## src/rcpsm_pkg.sv

```systemverilog
// Shared types, constants and helpers for the RC pulse capture and stick mapper.
// No dependencies; every other file imports this package.
package rcpsm_pkg;

    localparam int NUM_CHANNELS = 6;
    localparam int TIMEOUT_MS   = 500;

    localparam int CH_W     = 3;
    localparam int FN_W     = 3;
    localparam int WIDTH_W  = 16;
    localparam int VALUE_W  = 24;
    localparam int TIME_W   = 32;
    localparam int SETUP_W  = 36;
    localparam int RANGE_W  = 48;
    localparam int PDATA_W  = 64;

    localparam int NUM_REGS     = NUM_CHANNELS + 2;
    localparam int REG_IDX_W    = $clog2(NUM_REGS);
    localparam int PADDR_W      = REG_IDX_W + 3;
    localparam int REG_THROTTLE = NUM_CHANNELS;
    localparam int REG_ATTITUDE = NUM_CHANNELS + 1;

    localparam int FIFO_DEPTH = 2;
    localparam int QUOT_W     = 25;

    localparam logic [FN_W-1:0] FN_THROTTLE = 3'd0;
    localparam logic [FN_W-1:0] FN_ROLL     = 3'd1;
    localparam logic [FN_W-1:0] FN_PITCH    = 3'd2;
    localparam logic [FN_W-1:0] FN_YAW      = 3'd3;

    localparam logic [WIDTH_W-1:0] DEAD_LO        = 16'd1490;
    localparam logic [WIDTH_W-1:0] DEAD_HI        = 16'd1510;
    localparam logic [WIDTH_W-1:0] RESET_WIDTH    = 16'd1500;
    localparam logic [WIDTH_W-1:0] THROTTLE_FLOOR = 16'd1125;
    localparam logic [WIDTH_W-1:0] WMIN_RESET     = 16'd1000;
    localparam logic [WIDTH_W-1:0] WMAX_RESET     = 16'd2000;

    localparam logic signed [24:0] AUX_MAX_Q8 = 25'sd25600;
    localparam logic signed [24:0] AUX_MIN_Q8 = 25'sd0;

    localparam logic [RANGE_W-1:0] THROTTLE_RESET = 48'd429496729600;
    localparam logic [RANGE_W-1:0] ATTITUDE_RESET = 48'd128849018880;

    typedef struct packed {
        logic [NUM_CHANNELS-1:0][SETUP_W-1:0] setup;
        logic [RANGE_W-1:0]                   throttle;
        logic [RANGE_W-1:0]                   attitude;
    } cfg_t;

    typedef struct packed {
        logic                                 timed_out;
        logic [NUM_CHANNELS-1:0][WIDTH_W-1:0] widths;
    } rd_job_t;

    typedef struct packed {
        logic full;
        logic empty;
    } q_ctrl_t;

    function automatic logic [SETUP_W-1:0] setup_reset(input int idx);
        return {1'b0, FN_W'(idx), WMAX_RESET, WMIN_RESET};
    endfunction

endpackage

```

## src/rcpsm_in_if.sv

```systemverilog
// Input channel interface: pin edge events and read requests.
// Depends on rcpsm_pkg.
interface rcpsm_in_if import rcpsm_pkg::*; ();
    logic              valid;
    logic              ready;
    logic              req_type;
    logic [CH_W-1:0]   channel;
    logic              pin_level;
    logic [TIME_W-1:0] now_us;
    logic [TIME_W-1:0] now_ms;

    modport source (output valid, req_type, channel, pin_level, now_us, now_ms, input ready);
    modport sink (input valid, req_type, channel, pin_level, now_us, now_ms, output ready);
endinterface

```

## src/rcpsm_out_if.sv

```systemverilog
// Output channel interface: one mapped stick result per channel.
// Depends on rcpsm_pkg.
interface rcpsm_out_if import rcpsm_pkg::*; ();
    logic                      valid;
    logic                      ready;
    logic [CH_W-1:0]           source_channel;
    logic [FN_W-1:0]           function_code;
    logic signed [VALUE_W-1:0] stick_value;
    logic [WIDTH_W-1:0]        raw_width;
    logic                      disarm;
    logic                      last_of_run;

    modport source (output valid, source_channel, function_code, stick_value, raw_width,
                    disarm, last_of_run, input ready);
    modport sink (input valid, source_channel, function_code, stick_value, raw_width,
                  disarm, last_of_run, output ready);
endinterface

```

## src/rcpsm_cfg.sv

```systemverilog
// APB-style configuration register bank: channel setups and output ranges.
// Depends on rcpsm_pkg.
module rcpsm_cfg import rcpsm_pkg::*; (
    input  logic               clk,
    input  logic               rst_n,
    input  logic               psel,
    input  logic               penable,
    input  logic               pwrite,
    input  logic [PADDR_W-1:0] paddr,
    input  logic [PDATA_W-1:0] pwdata,
    output logic [PDATA_W-1:0] prdata,
    output logic               pready,
    output cfg_t               cfg
);

    logic [NUM_CHANNELS-1:0][SETUP_W-1:0] setup_reg;
    logic [RANGE_W-1:0]                   throttle_reg;
    logic [RANGE_W-1:0]                   attitude_reg;
    logic [REG_IDX_W-1:0]                 idx;
    logic                                 wr;

    assign pready = 1'b1;
    assign idx    = paddr[PADDR_W-1:3];
    assign wr     = psel && penable && pwrite && pready;

    always_ff @(posedge clk or negedge rst_n)
    begin
        if (!rst_n)
        begin
            for (int i = 0; i < NUM_CHANNELS; i++)
            begin
                setup_reg[i] <= setup_reset(i);
            end
            throttle_reg <= THROTTLE_RESET;
            attitude_reg <= ATTITUDE_RESET;
        end
        else if (wr)
        begin
            for (int i = 0; i < NUM_CHANNELS; i++)
            begin
                if (idx == REG_IDX_W'(i))
                begin
                    setup_reg[i] <= pwdata[SETUP_W-1:0];
                end
            end
            if (idx == REG_IDX_W'(REG_THROTTLE))
            begin
                throttle_reg <= pwdata[RANGE_W-1:0];
            end
            if (idx == REG_IDX_W'(REG_ATTITUDE))
            begin
                attitude_reg <= pwdata[RANGE_W-1:0];
            end
        end
    end

    always_comb
    begin
        prdata = '0;
        for (int i = 0; i < NUM_CHANNELS; i++)
        begin
            if (idx == REG_IDX_W'(i))
            begin
                prdata = PDATA_W'(setup_reg[i]);
            end
        end
        if (idx == REG_IDX_W'(REG_THROTTLE))
        begin
            prdata = PDATA_W'(throttle_reg);
        end
        if (idx == REG_IDX_W'(REG_ATTITUDE))
        begin
            prdata = PDATA_W'(attitude_reg);
        end
    end

    assign cfg.setup    = setup_reg;
    assign cfg.throttle = throttle_reg;
    assign cfg.attitude = attitude_reg;

endmodule

```

## src/rcpsm_front.sv

```systemverilog
// Front end: accepts requests, captures pulse widths from pin edges and
// queues read jobs with a width snapshot and the timeout flag. Depends on rcpsm_pkg.
module rcpsm_front import rcpsm_pkg::*; (
    input  logic       clk,
    input  logic       rst_n,
    rcpsm_in_if.sink   inbound,
    input  q_ctrl_t    q_stat,
    output logic       q_push,
    output rd_job_t    q_job
);

    logic [NUM_CHANNELS-1:0][TIME_W-1:0]  start_reg;
    logic [NUM_CHANNELS-1:0][WIDTH_W-1:0] width_reg;
    logic [TIME_W-1:0]                    act_reg;
    logic [TIME_W-1:0]                    start_sel;
    logic [TIME_W-1:0]                    elapsed_us;
    logic [TIME_W-1:0]                    idle_ms;
    logic                                 accept;
    logic                                 pin_evt;

    assign inbound.ready = !q_stat.full;
    assign accept        = inbound.valid && inbound.ready;
    assign pin_evt       = accept && !inbound.req_type
                           && (inbound.channel < CH_W'(NUM_CHANNELS));

    always_comb
    begin
        start_sel = '0;
        for (int i = 0; i < NUM_CHANNELS; i++)
        begin
            if (inbound.channel == CH_W'(i))
            begin
                start_sel = start_reg[i];
            end
        end
    end

    assign elapsed_us = inbound.now_us - start_sel;
    assign idle_ms    = inbound.now_ms - act_reg;

    always_ff @(posedge clk or negedge rst_n)
    begin
        if (!rst_n)
        begin
            for (int i = 0; i < NUM_CHANNELS; i++)
            begin
                start_reg[i] <= '0;
                width_reg[i] <= RESET_WIDTH;
            end
            act_reg <= '0;
        end
        else if (pin_evt)
        begin
            for (int i = 0; i < NUM_CHANNELS; i++)
            begin
                if (inbound.channel == CH_W'(i))
                begin
                    if (inbound.pin_level)
                    begin
                        start_reg[i] <= inbound.now_us;
                    end
                    else
                    begin
                        width_reg[i] <= elapsed_us[WIDTH_W-1:0];
                    end
                end
            end
            act_reg <= inbound.now_ms;
        end
    end

    assign q_push          = accept && inbound.req_type;
    assign q_job.timed_out = idle_ms > TIME_W'(TIMEOUT_MS);
    assign q_job.widths    = width_reg;

endmodule

```

## src/rcpsm_fifo.sv

```systemverilog
// Short job queue between the front end and the mapping back end.
// Depends on rcpsm_pkg.
module rcpsm_fifo import rcpsm_pkg::*; (
    input  logic    clk,
    input  logic    rst_n,
    input  logic    push,
    input  rd_job_t push_job,
    input  logic    pop,
    output rd_job_t head_job,
    output q_ctrl_t stat
);

    localparam int PTR_W = $clog2(FIFO_DEPTH);
    localparam int CNT_W = $clog2(FIFO_DEPTH + 1);

    rd_job_t          mem_reg [FIFO_DEPTH];
    logic [PTR_W-1:0] wr_ptr_reg;
    logic [PTR_W-1:0] rd_ptr_reg;
    logic [CNT_W-1:0] count_reg;
    logic             do_push;
    logic             do_pop;

    assign stat.full  = count_reg == CNT_W'(FIFO_DEPTH);
    assign stat.empty = count_reg == '0;
    assign do_push    = push && !stat.full;
    assign do_pop     = pop && !stat.empty;
    assign head_job   = mem_reg[rd_ptr_reg];

    always_ff @(posedge clk)
    begin
        if (do_push)
        begin
            mem_reg[wr_ptr_reg] <= push_job;
        end
    end

    always_ff @(posedge clk or negedge rst_n)
    begin
        if (!rst_n)
        begin
            wr_ptr_reg <= '0;
            rd_ptr_reg <= '0;
            count_reg  <= '0;
        end
        else
        begin
            if (do_push)
            begin
                wr_ptr_reg <= (wr_ptr_reg == PTR_W'(FIFO_DEPTH - 1)) ? '0 : wr_ptr_reg + 1'b1;
            end
            if (do_pop)
            begin
                rd_ptr_reg <= (rd_ptr_reg == PTR_W'(FIFO_DEPTH - 1)) ? '0 : rd_ptr_reg + 1'b1;
            end
            if (do_push && !do_pop)
            begin
                count_reg <= count_reg + 1'b1;
            end
            else if (do_pop && !do_push)
            begin
                count_reg <= count_reg - 1'b1;
            end
        end
    end

endmodule

```

## src/rcpsm_back.sv

```systemverilog
// Back end: maps each channel of a queued read job to a Q15.8 stick value
// with a bit-serial divider and drives the output register. Depends on rcpsm_pkg.
module rcpsm_back import rcpsm_pkg::*; (
    input  logic        clk,
    input  logic        rst_n,
    input  cfg_t        cfg,
    input  rd_job_t     head_job,
    input  q_ctrl_t     q_stat,
    output logic        q_pop,
    rcpsm_out_if.source outbound
);

    localparam logic [2:0] ST_IDLE = 3'd0;
    localparam logic [2:0] ST_MUL  = 3'd1;
    localparam logic [2:0] ST_SUM  = 3'd2;
    localparam logic [2:0] ST_DIV  = 3'd3;
    localparam logic [2:0] ST_EMIT = 3'd4;

    localparam int QCNT_W = $clog2(QUOT_W);
    localparam int NUM_W  = 44;
    localparam logic signed [26:0] SAT_HI = 27'sd8388607;
    localparam logic signed [26:0] SAT_LO = -27'sd8388608;

    logic [2:0]             state_reg;
    logic [2:0]             state_next;
    rd_job_t                job_reg;
    logic [CH_W-1:0]        chan_reg;
    logic signed [41:0]     p1_reg;
    logic signed [42:0]     p2_reg;
    logic signed [24:0]     olo_reg;
    logic                   zero_reg;
    logic                   eqlim_reg;
    logic                   dneg_reg;
    logic                   inv_reg;
    logic                   neg_reg;
    logic [WIDTH_W-1:0]     dabs_reg;
    logic [WIDTH_W-1:0]     rem_reg;
    logic [QUOT_W-1:0]      qsh_reg;
    logic [QCNT_W-1:0]      cnt_reg;

    logic                      out_valid_reg;
    logic [CH_W-1:0]           out_chan_reg;
    logic [FN_W-1:0]           out_fn_reg;
    logic signed [VALUE_W-1:0] out_value_reg;
    logic [WIDTH_W-1:0]        out_width_reg;
    logic                      out_disarm_reg;
    logic                      out_last_reg;

    logic [SETUP_W-1:0]  setup_sel;
    logic [WIDTH_W-1:0]  w_sel;
    logic [WIDTH_W-1:0]  wmin;
    logic [WIDTH_W-1:0]  wmax;
    logic [WIDTH_W-1:0]  wc;
    logic [FN_W-1:0]     fn;
    logic signed [24:0]  olo;
    logic signed [24:0]  ohi;
    logic signed [25:0]  span;
    logic signed [16:0]  d;
    logic signed [16:0]  nd;
    logic signed [16:0]  dw;
    logic signed [41:0]  prod1;
    logic signed [42:0]  prod2;
    logic                is_att;
    logic                in_dead;
    logic                below_floor;
    logic [NUM_W-1:0]    num;
    logic [NUM_W-1:0]    num_adj;
    logic [NUM_W-1:0]    mag;
    logic [WIDTH_W:0]    trial;
    logic [WIDTH_W+1:0]  diff;
    logic                ge;
    logic [26:0]         qv;
    logic signed [26:0]  base;
    logic signed [26:0]  val;
    logic signed [26:0]  sat;
    logic                last_chan;
    logic                out_load;

    always_comb
    begin
        setup_sel = '0;
        w_sel     = '0;
        for (int i = 0; i < NUM_CHANNELS; i++)
        begin
            if (chan_reg == CH_W'(i))
            begin
                setup_sel = cfg.setup[i];
                w_sel     = job_reg.widths[i];
            end
        end
    end

    assign wmin = setup_sel[15:0];
    assign wmax = setup_sel[31:16];
    assign fn   = setup_sel[34:32];

    always_comb
    begin
        unique case (fn) inside
            FN_THROTTLE:
            begin
                olo = {cfg.throttle[23], cfg.throttle[23:0]};
                ohi = {cfg.throttle[47], cfg.throttle[47:24]};
            end
            FN_ROLL, FN_PITCH:
            begin
                ohi = {cfg.attitude[23], cfg.attitude[23:0]};
                olo = -ohi;
            end
            FN_YAW:
            begin
                ohi = {cfg.attitude[47], cfg.attitude[47:24]};
                olo = -ohi;
            end
            default:
            begin
                olo = AUX_MIN_Q8;
                ohi = AUX_MAX_Q8;
            end
        endcase
    end

    always_comb
    begin
        if (w_sel < wmin)
        begin
            wc = wmin;
        end
        else if (w_sel > wmax)
        begin
            wc = wmax;
        end
        else
        begin
            wc = w_sel;
        end
    end

    assign d     = {1'b0, wmax} - {1'b0, wmin};
    assign nd    = -d;
    assign dw    = {1'b0, wc} - {1'b0, wmin};
    assign span  = {ohi[24], ohi} - {olo[24], olo};
    assign prod1 = olo * d;
    assign prod2 = dw * span;

    assign is_att      = (fn == FN_ROLL) || (fn == FN_PITCH) || (fn == FN_YAW);
    assign in_dead     = is_att && (w_sel >= DEAD_LO) && (w_sel <= DEAD_HI);
    assign below_floor = (fn == FN_THROTTLE) && (w_sel < THROTTLE_FLOOR);

    assign num     = {p1_reg[41], p1_reg[41], p1_reg} + {p2_reg[42], p2_reg};
    assign num_adj = dneg_reg ? -num : num;
    assign mag     = num_adj[NUM_W-1] ? -num_adj : num_adj;

    assign trial = {rem_reg, qsh_reg[QUOT_W-1]};
    assign diff  = {1'b0, trial} - {2'b00, dabs_reg};
    assign ge    = !diff[WIDTH_W+1];

    assign qv = {2'b00, qsh_reg};

    always_comb
    begin
        if (zero_reg)
        begin
            base = '0;
        end
        else if (eqlim_reg)
        begin
            base = {olo_reg[24], olo_reg[24], olo_reg};
        end
        else
        begin
            base = neg_reg ? -qv : qv;
        end
        val = inv_reg ? -base : base;
        if (val > SAT_HI)
        begin
            sat = SAT_HI;
        end
        else if (val < SAT_LO)
        begin
            sat = SAT_LO;
        end
        else
        begin
            sat = val;
        end
    end

    assign last_chan = chan_reg == CH_W'(NUM_CHANNELS - 1);
    assign out_load  = (state_reg == ST_EMIT) && (!out_valid_reg || outbound.ready);
    assign q_pop     = (state_reg == ST_IDLE) && !q_stat.empty;

    always_comb
    begin
        state_next = state_reg;
        unique case (state_reg)
            ST_IDLE:
            begin
                if (!q_stat.empty)
                begin
                    state_next = ST_MUL;
                end
            end
            ST_MUL:
            begin
                state_next = ST_SUM;
            end
            ST_SUM:
            begin
                state_next = (zero_reg || eqlim_reg) ? ST_EMIT : ST_DIV;
            end
            ST_DIV:
            begin
                if (cnt_reg == QCNT_W'(QUOT_W - 1))
                begin
                    state_next = ST_EMIT;
                end
            end
            ST_EMIT:
            begin
                if (out_load)
                begin
                    state_next = last_chan ? ST_IDLE : ST_MUL;
                end
            end
            default:
            begin
                state_next = ST_IDLE;
            end
        endcase
    end

    always_ff @(posedge clk or negedge rst_n)
    begin
        if (!rst_n)
        begin
            state_reg     <= ST_IDLE;
            chan_reg      <= '0;
            cnt_reg       <= '0;
            out_valid_reg <= 1'b0;
        end
        else
        begin
            state_reg <= state_next;
            if (q_pop)
            begin
                chan_reg <= '0;
            end
            else if (out_load && !last_chan)
            begin
                chan_reg <= chan_reg + 1'b1;
            end
            if (state_reg == ST_DIV)
            begin
                cnt_reg <= cnt_reg + 1'b1;
            end
            else
            begin
                cnt_reg <= '0;
            end
            if (out_load)
            begin
                out_valid_reg <= 1'b1;
            end
            else if (outbound.ready)
            begin
                out_valid_reg <= 1'b0;
            end
        end
    end

    always_ff @(posedge clk)
    begin
        if (q_pop)
        begin
            job_reg <= head_job;
        end
        if (state_reg == ST_MUL)
        begin
            p1_reg    <= prod1;
            p2_reg    <= prod2;
            olo_reg   <= olo;
            zero_reg  <= job_reg.timed_out || in_dead || below_floor;
            eqlim_reg <= d == '0;
            dneg_reg  <= d[16];
            dabs_reg  <= d[16] ? nd[WIDTH_W-1:0] : d[WIDTH_W-1:0];
            inv_reg   <= setup_sel[35];
        end
        if (state_reg == ST_SUM)
        begin
            neg_reg <= num_adj[NUM_W-1];
            rem_reg <= mag[QUOT_W+WIDTH_W-1:QUOT_W];
            qsh_reg <= mag[QUOT_W-1:0];
        end
        if (state_reg == ST_DIV)
        begin
            rem_reg <= ge ? diff[WIDTH_W-1:0] : trial[WIDTH_W-1:0];
            qsh_reg <= {qsh_reg[QUOT_W-2:0], ge};
        end
        if (out_load)
        begin
            out_chan_reg   <= chan_reg;
            out_fn_reg     <= fn;
            out_value_reg  <= sat[VALUE_W-1:0];
            out_width_reg  <= w_sel;
            out_disarm_reg <= job_reg.timed_out;
            out_last_reg   <= last_chan;
        end
    end

    assign outbound.valid          = out_valid_reg;
    assign outbound.source_channel = out_chan_reg;
    assign outbound.function_code  = out_fn_reg;
    assign outbound.stick_value    = out_value_reg;
    assign outbound.raw_width      = out_width_reg;
    assign outbound.disarm         = out_disarm_reg;
    assign outbound.last_of_run    = out_last_reg;

    a_div_count: assert property (@(posedge clk) disable iff (!rst_n)
        (state_reg == ST_DIV) |-> (cnt_reg < QCNT_W'(QUOT_W)))
        else $error("divider ran past its last quotient bit");

    a_last_chan: assert property (@(posedge clk) disable iff (!rst_n)
        (out_valid_reg && out_last_reg) |-> (out_chan_reg == CH_W'(NUM_CHANNELS - 1)))
        else $error("end of run marked on a channel other than the last");

    a_disarm_zero: assert property (@(posedge clk) disable iff (!rst_n)
        (out_valid_reg && out_disarm_reg) |-> (out_value_reg == '0))
        else $error("timed-out result carries a nonzero stick value");

    a_run_end: assert property (@(posedge clk) disable iff (!rst_n)
        (out_load && last_chan) |=> (state_reg == ST_IDLE))
        else $error("back end did not return to idle after the last channel");

endmodule

```

## src/rc_pulse_capture_and_stick_mapper.sv

```systemverilog
// Top level of the RC pulse capture and stick mapper.
// Edge requests are accepted back to back while the job queue has room.
// A read request emits six results, one per channel, each through the multiply, sum, divide and emit
// states; the bit-serial divide is skipped for a zero result or an empty range, and emit waits on ready.
// rst_n clears the control state asynchronously: widths to 1500, stamps to zero, setups to defaults.
// Depends on rcpsm_pkg, the channel interfaces, rcpsm_cfg, rcpsm_front, rcpsm_fifo, rcpsm_back.
module rc_pulse_capture_and_stick_mapper import rcpsm_pkg::*; (
    input  logic               clk,
    input  logic               rst_n,
    rcpsm_in_if.sink           inbound,
    rcpsm_out_if.source        outbound,
    input  logic               psel,
    input  logic               penable,
    input  logic               pwrite,
    input  logic [PADDR_W-1:0] paddr,
    input  logic [PDATA_W-1:0] pwdata,
    output logic [PDATA_W-1:0] prdata,
    output logic               pready
);

    cfg_t    cfg;
    rd_job_t push_job;
    rd_job_t head_job;
    q_ctrl_t q_stat;
    logic    q_push;
    logic    q_pop;

    rcpsm_cfg u_cfg (
        .clk     (clk),
        .rst_n   (rst_n),
        .psel    (psel),
        .penable (penable),
        .pwrite  (pwrite),
        .paddr   (paddr),
        .pwdata  (pwdata),
        .prdata  (prdata),
        .pready  (pready),
        .cfg     (cfg)
    );

    rcpsm_front u_front (
        .clk     (clk),
        .rst_n   (rst_n),
        .inbound (inbound),
        .q_stat  (q_stat),
        .q_push  (q_push),
        .q_job   (push_job)
    );

    rcpsm_fifo u_fifo (
        .clk      (clk),
        .rst_n    (rst_n),
        .push     (q_push),
        .push_job (push_job),
        .pop      (q_pop),
        .head_job (head_job),
        .stat     (q_stat)
    );

    rcpsm_back u_back (
        .clk      (clk),
        .rst_n    (rst_n),
        .cfg      (cfg),
        .head_job (head_job),
        .q_stat   (q_stat),
        .q_pop    (q_pop),
        .outbound (outbound)
    );

endmodule
```

## src/flat_wrapper.sv

```systemverilog
// flat-port wrapper written by rule: the top's interface ports become plain ports
module rc_pulse_capture_and_stick_mapper_flat import rcpsm_pkg::*;
  (clk, rst_n, psel, penable, pwrite, paddr, pwdata, prdata, pready, inbound_valid, inbound_req_type, inbound_channel, inbound_pin_level, inbound_now_us, inbound_now_ms, inbound_ready, outbound_valid, outbound_source_channel, outbound_function_code, outbound_stick_value, outbound_raw_width, outbound_disarm, outbound_last_of_run, outbound_ready);
  rcpsm_in_if inbound_i ();
  rcpsm_out_if outbound_i ();
  input  logic clk;
  input  logic rst_n;
  input  logic psel;
  input  logic penable;
  input  logic pwrite;
  input  logic [PADDR_W-1:0] paddr;
  input  logic [PDATA_W-1:0] pwdata;
  output logic [PDATA_W-1:0] prdata;
  output logic pready;
  input wire logic [$bits(inbound_i.valid)-1:0] inbound_valid;
  input wire logic [$bits(inbound_i.req_type)-1:0] inbound_req_type;
  input wire logic [$bits(inbound_i.channel)-1:0] inbound_channel;
  input wire logic [$bits(inbound_i.pin_level)-1:0] inbound_pin_level;
  input wire logic [$bits(inbound_i.now_us)-1:0] inbound_now_us;
  input wire logic [$bits(inbound_i.now_ms)-1:0] inbound_now_ms;
  output wire logic [$bits(inbound_i.ready)-1:0] inbound_ready;
  output wire logic [$bits(outbound_i.valid)-1:0] outbound_valid;
  output wire logic [$bits(outbound_i.source_channel)-1:0] outbound_source_channel;
  output wire logic [$bits(outbound_i.function_code)-1:0] outbound_function_code;
  output wire logic [$bits(outbound_i.stick_value)-1:0] outbound_stick_value;
  output wire logic [$bits(outbound_i.raw_width)-1:0] outbound_raw_width;
  output wire logic [$bits(outbound_i.disarm)-1:0] outbound_disarm;
  output wire logic [$bits(outbound_i.last_of_run)-1:0] outbound_last_of_run;
  input wire logic [$bits(outbound_i.ready)-1:0] outbound_ready;
  assign inbound_i.valid = inbound_valid;
  assign inbound_i.req_type = inbound_req_type;
  assign inbound_i.channel = inbound_channel;
  assign inbound_i.pin_level = inbound_pin_level;
  assign inbound_i.now_us = inbound_now_us;
  assign inbound_i.now_ms = inbound_now_ms;
  assign inbound_ready = inbound_i.ready;
  assign outbound_valid = outbound_i.valid;
  assign outbound_source_channel = outbound_i.source_channel;
  assign outbound_function_code = outbound_i.function_code;
  assign outbound_stick_value = outbound_i.stick_value;
  assign outbound_raw_width = outbound_i.raw_width;
  assign outbound_disarm = outbound_i.disarm;
  assign outbound_last_of_run = outbound_i.last_of_run;
  assign outbound_i.ready = outbound_ready;
  rc_pulse_capture_and_stick_mapper u_core (.clk(clk), .rst_n(rst_n), .inbound(inbound_i), .outbound(outbound_i), .psel(psel), .penable(penable), .pwrite(pwrite), .paddr(paddr), .pwdata(pwdata), .prdata(prdata), .pready(pready));
endmodule
```

## config.mk

```make
export PLATFORM = sky130hd
export DESIGN_NAME = rc_pulse_capture_and_stick_mapper_flat
export DESIGN_NICKNAME = d
export VERILOG_FILES = /design/src/rcpsm_pkg.sv /design/src/rcpsm_in_if.sv /design/src/rcpsm_out_if.sv /design/src/rcpsm_cfg.sv /design/src/rcpsm_front.sv /design/src/rcpsm_fifo.sv /design/src/rcpsm_back.sv /design/src/rc_pulse_capture_and_stick_mapper.sv /design/src/flat_wrapper.sv
export SDC_FILE = /design/constraint.sdc
export NUM_CORES = 2
export LEC_CHECK = 0
export ABC_AREA = 1
export BUFFER_PORTS_ARGS = -buffer_cell sky130_fd_sc_hd__buf_4
export CORE_ASPECT_RATIO = 0.75
export CORE_UTILIZATION = 31
export DETAILED_ROUTE_END_ITERATION = 8
export PLACE_DENSITY = 0.54
export SLEW_MARGIN = 20
export SYNTH_ARGS = -nofsm -noshare
export SYNTH_HDL_FRONTEND = slang
export SYNTH_SLANG_ARGS = --single-unit
```

## constraint.sdc

```tcl
create_clock -name clk -period 15 [get_ports clk]
set_input_delay 0.75 -clock clk [delete_from_list [all_inputs] [get_ports clk]]
set_output_delay 0.75 -clock clk [all_outputs]
set_load 0.01 [all_outputs]
```

==> results.json <==
{
  "ctsHoldBuffers": 0,
  "critPathArrivalTime_ns": 14.46,
  "worstHoldPathType": "in2async",
  "syn2layout_area_growth_pct": 11.23,
  "drt-initial-drc-count": 7238,
  "critPathBufInv": 13,
  "seq_area_frac_synth_pct": 32.95,
  "nNetsFinal": 12280,
  "num_rows": 169,
  "drv_cap": 0,
  "cpMostUsedCell": "inv_1",
  "finClkSkew_ns": 0.07876,
  "synthCells": 10730,
  "drtPass1Iterations": 7,
  "routed_wl_mm": 300.0,
  "wl_met2_mm": 122.1,
  "drcViolationCount": 0,
  "io_buffers": 208,
  "period_needed_ns": 14.01,
  "fmax_ghz": 0.07139,
  "critical_path_class": "reg2reg",
  "critPathTopFamily": "adder cells",
  "synth.top_cell.area_share_pct": 19.24,
  "worst_pin_slew_ns": 1.101,
  "cp_max_fo": 26,
  "ctsLongestPathBuffers": 3,
  "worstPathRequired_ns": 15.45,
  "hold_viol_final": 0,
  "detail-route-antenna-nets": 0,
  "cp_slowest_cell": "a22oi_1",
  "vias": 72330,
  "antenna_found_initial": 23,
  "overflow": 0,
  "dieArea_mm2": 0.2892,
  "synth_top_cell_by_area": "fa_1",
  "yosys_warnings": 0,
  "relSlewSlack_pct": 26.53,
  "dr_wl_met3_mm": 28.48,
  "initial_utilization_pct": 31.33,
  "syn_area_per_cell_um2": 8.295,
  "largest_reg_flops": 216,
  "slew_viol_final": 0,
  "cts_root_buffer": "clkbuf_16",
  "fp.dieH_um": 465.9,
  "cts_num_sinks": 1063,
  "outcome": "finished clean",
  "setup_viol": 0,
  "grt_pass1_vias": 70130,
  "drive_gt1_share_pct": 8.387,
  "cts_made_buffers": 105,
  "rsz0062_at_grt": "false",
  "htree_levels": 3,
  "routabilityCongestion": 0.9544,
  "ys_types": 65,
  "async_reset_ff_share_pct": 51.93,
  "routed.top_layer": "met5",
  "post-cts-setup-buffer-count": 0,
  "cp-start-kind": "flop",
  "fin_setup_tns_ns": 0,
  "wire_per_inst_um": 20.37,
  "avgViaCountPerCell": 4.912,
  "tritoncts": "built",
  "synth_flop_cell": "edfxtp_1",
  "core_mm2": 0.2840,
  "ys_ff_latch": 1063,
  "path_clk_slew_ns": 0.06,
  "cts_resized": 0,
  "grt_max_degree": 144,
  "period_share_pct": 93.39,
  "met1_length_mm": 142.4,
  "grt_pass1_wl_mm": 455.2,
  "dp_hpwl_mm": 230.4,
  "ys_top_cells_by_area": "fa_1, edfxtp_1, nand2_1",
  "slowest_delay_ns": 0.58,
  "grtUsageTotal_pct": 20.84,
  "die_w_um": 620.6,
  "synth_enable_flop_cells": 511,
  "nFillCells": 29810,
  "cp-end-kind": "flop",
  "ios": 261,
  "hold_slack_ns": 0.04082,
  "insertion_delay_ns": 0.78,
  "synth_area_mm2": 0.08897
}
layout make-up:
cell class                 instances  area, um2  share of cell area [%]
sequential                      1063      29320                   29.63
timing repair buffer             415       3211                   3.244
clock buffer                     147       2815                   2.845
multi-input combinational       7487      51500                   52.05
antenna                            5      12.51                 0.01264
tap                             3762       4707                   4.757
inverter                        1795       6746                   6.818
clock inverter                    51      639.4                  0.6461
synthesized netlist by cell type (all sizes together) (4+ instances only):
| master | count |
|---|---|
| nand2 | 2959 |
| inv | 1778 |
| nor2 | 869 |
| fa | 855 |
| o21ai | 791 |
| edfxtp | 511 |
| dfrtp | 424 |
| ha | 410 |
| a21oi | 383 |
| nand3 | 335 |
| clkbuf | 299 |
| xor2 | 148 |
| dfstp | 128 |
| buf | 96 |
| nand4 | 94 |
| o211ai | 93 |
| xnor2 | 91 |
| nor3 | 63 |
| a221oi | 60 |
| o221ai | 41 |
| o2111ai | 36 |
| or2 | 33 |
| a22oi | 32 |
| o22ai | 31 |
| o21bai | 19 |
| a31oi | 17 |
| clkinv | 17 |
| nand3b | 16 |
| o21a | 16 |
| a211oi | 15 |
| a21o | 15 |
| a21boi | 8 |
| o31ai | 8 |
| nor4 | 7 |
| a2111oi | 4 |
| a221o | 4 |
placed cells by master, fill, tap and decap left out, types with 92 or more instances in the layout:
master	n
nand2_1	2904
inv_1	1735
fa_1	855
nor2_1	819
o21ai_0	742
edfxtp_1	511
dfrtp_1	423
ha_1	410
buf_4	406
a21oi_1	379
nand3_1	322
xor2_1	143
dfstp_2	128
clkbuf_16	105
nand4_1	94
o211ai_1	92
final timing paths:
| kind | from | endpoint | slack [ns] | cells after the start |
|---|---|---|---|---|
| setup / recovery | u_core.u_back.chan_reg[1] | u_core.u_back.p2_reg[40] | 0.99 | 60 |
| min in group clk | outbound_ready | u_core.u_back.outbound.valid | 0.18 | 2 |
| hold reg to reg | u_core.u_front.q_job[49] | u_core.u_fifo.mem_reg[0][49] | 0.43 | 0 |
| max in group asynchronous | rst_n | u_core.u_front.start_reg[72] | 12.14 | 4 |
| setup reg to reg | u_core.u_back.chan_reg[1] | u_core.u_back.p2_reg[40] | 0.99 | 60 |
| hold / removal | rst_n | u_core.u_cfg.throttle_reg[3] | 0.04 | 1 |
cell families after synthesis:
logic type               share of synthesized area, %
multiplexers                                  0.03797
other                                        0.008441
AND/OR/NAND/NOR                                 19.92
XOR/XNOR                                        2.353
AO/OA/AOI/OAI                                   10.26
flip-flops                                      32.95
adder cells (fa/ha/maj)                         25.01
buffers and inverters                           9.466
routing by layer:
metal | track usage [%] | vias to the layer above
met5 | 0 | -
met3 | 4.703 | 360
met1 | 31.38 | 35080
met2 | 30.08 | 2660
met4 | 4.687 | 8
li1 | - | 34230
per-stage QoR:
stage          std cells  setup slack, ns  utilization, %  instance area, um2
2_1_floorplan      10740            3.390               -               89020
3_3_place_gp       14520            1.170           33.61               95460
3_5_place_dp       14520           0.9871           33.62               95460
4_1_cts            14720           0.9043           34.83               98920
5_1_grt            14720          0.02157           34.84               98950
6_report           14730           0.9916           34.85               98960
worst register-to-register path, delay by kind of cell (launching register included):
family / cells / cell delay [ns]
fa+ha+maj: 11 / 4.75
simple gates: 16 / 2.47
compound gates: 18 / 3.40
xor+xnor: 2 / 0.72
buf+inv: 13 / 1.97
flops: 1 / 0.39
Power is left out: the tool's default activity adds up to more than one toggle a clock period on the data nets, which glitch-free logic cannot reach.
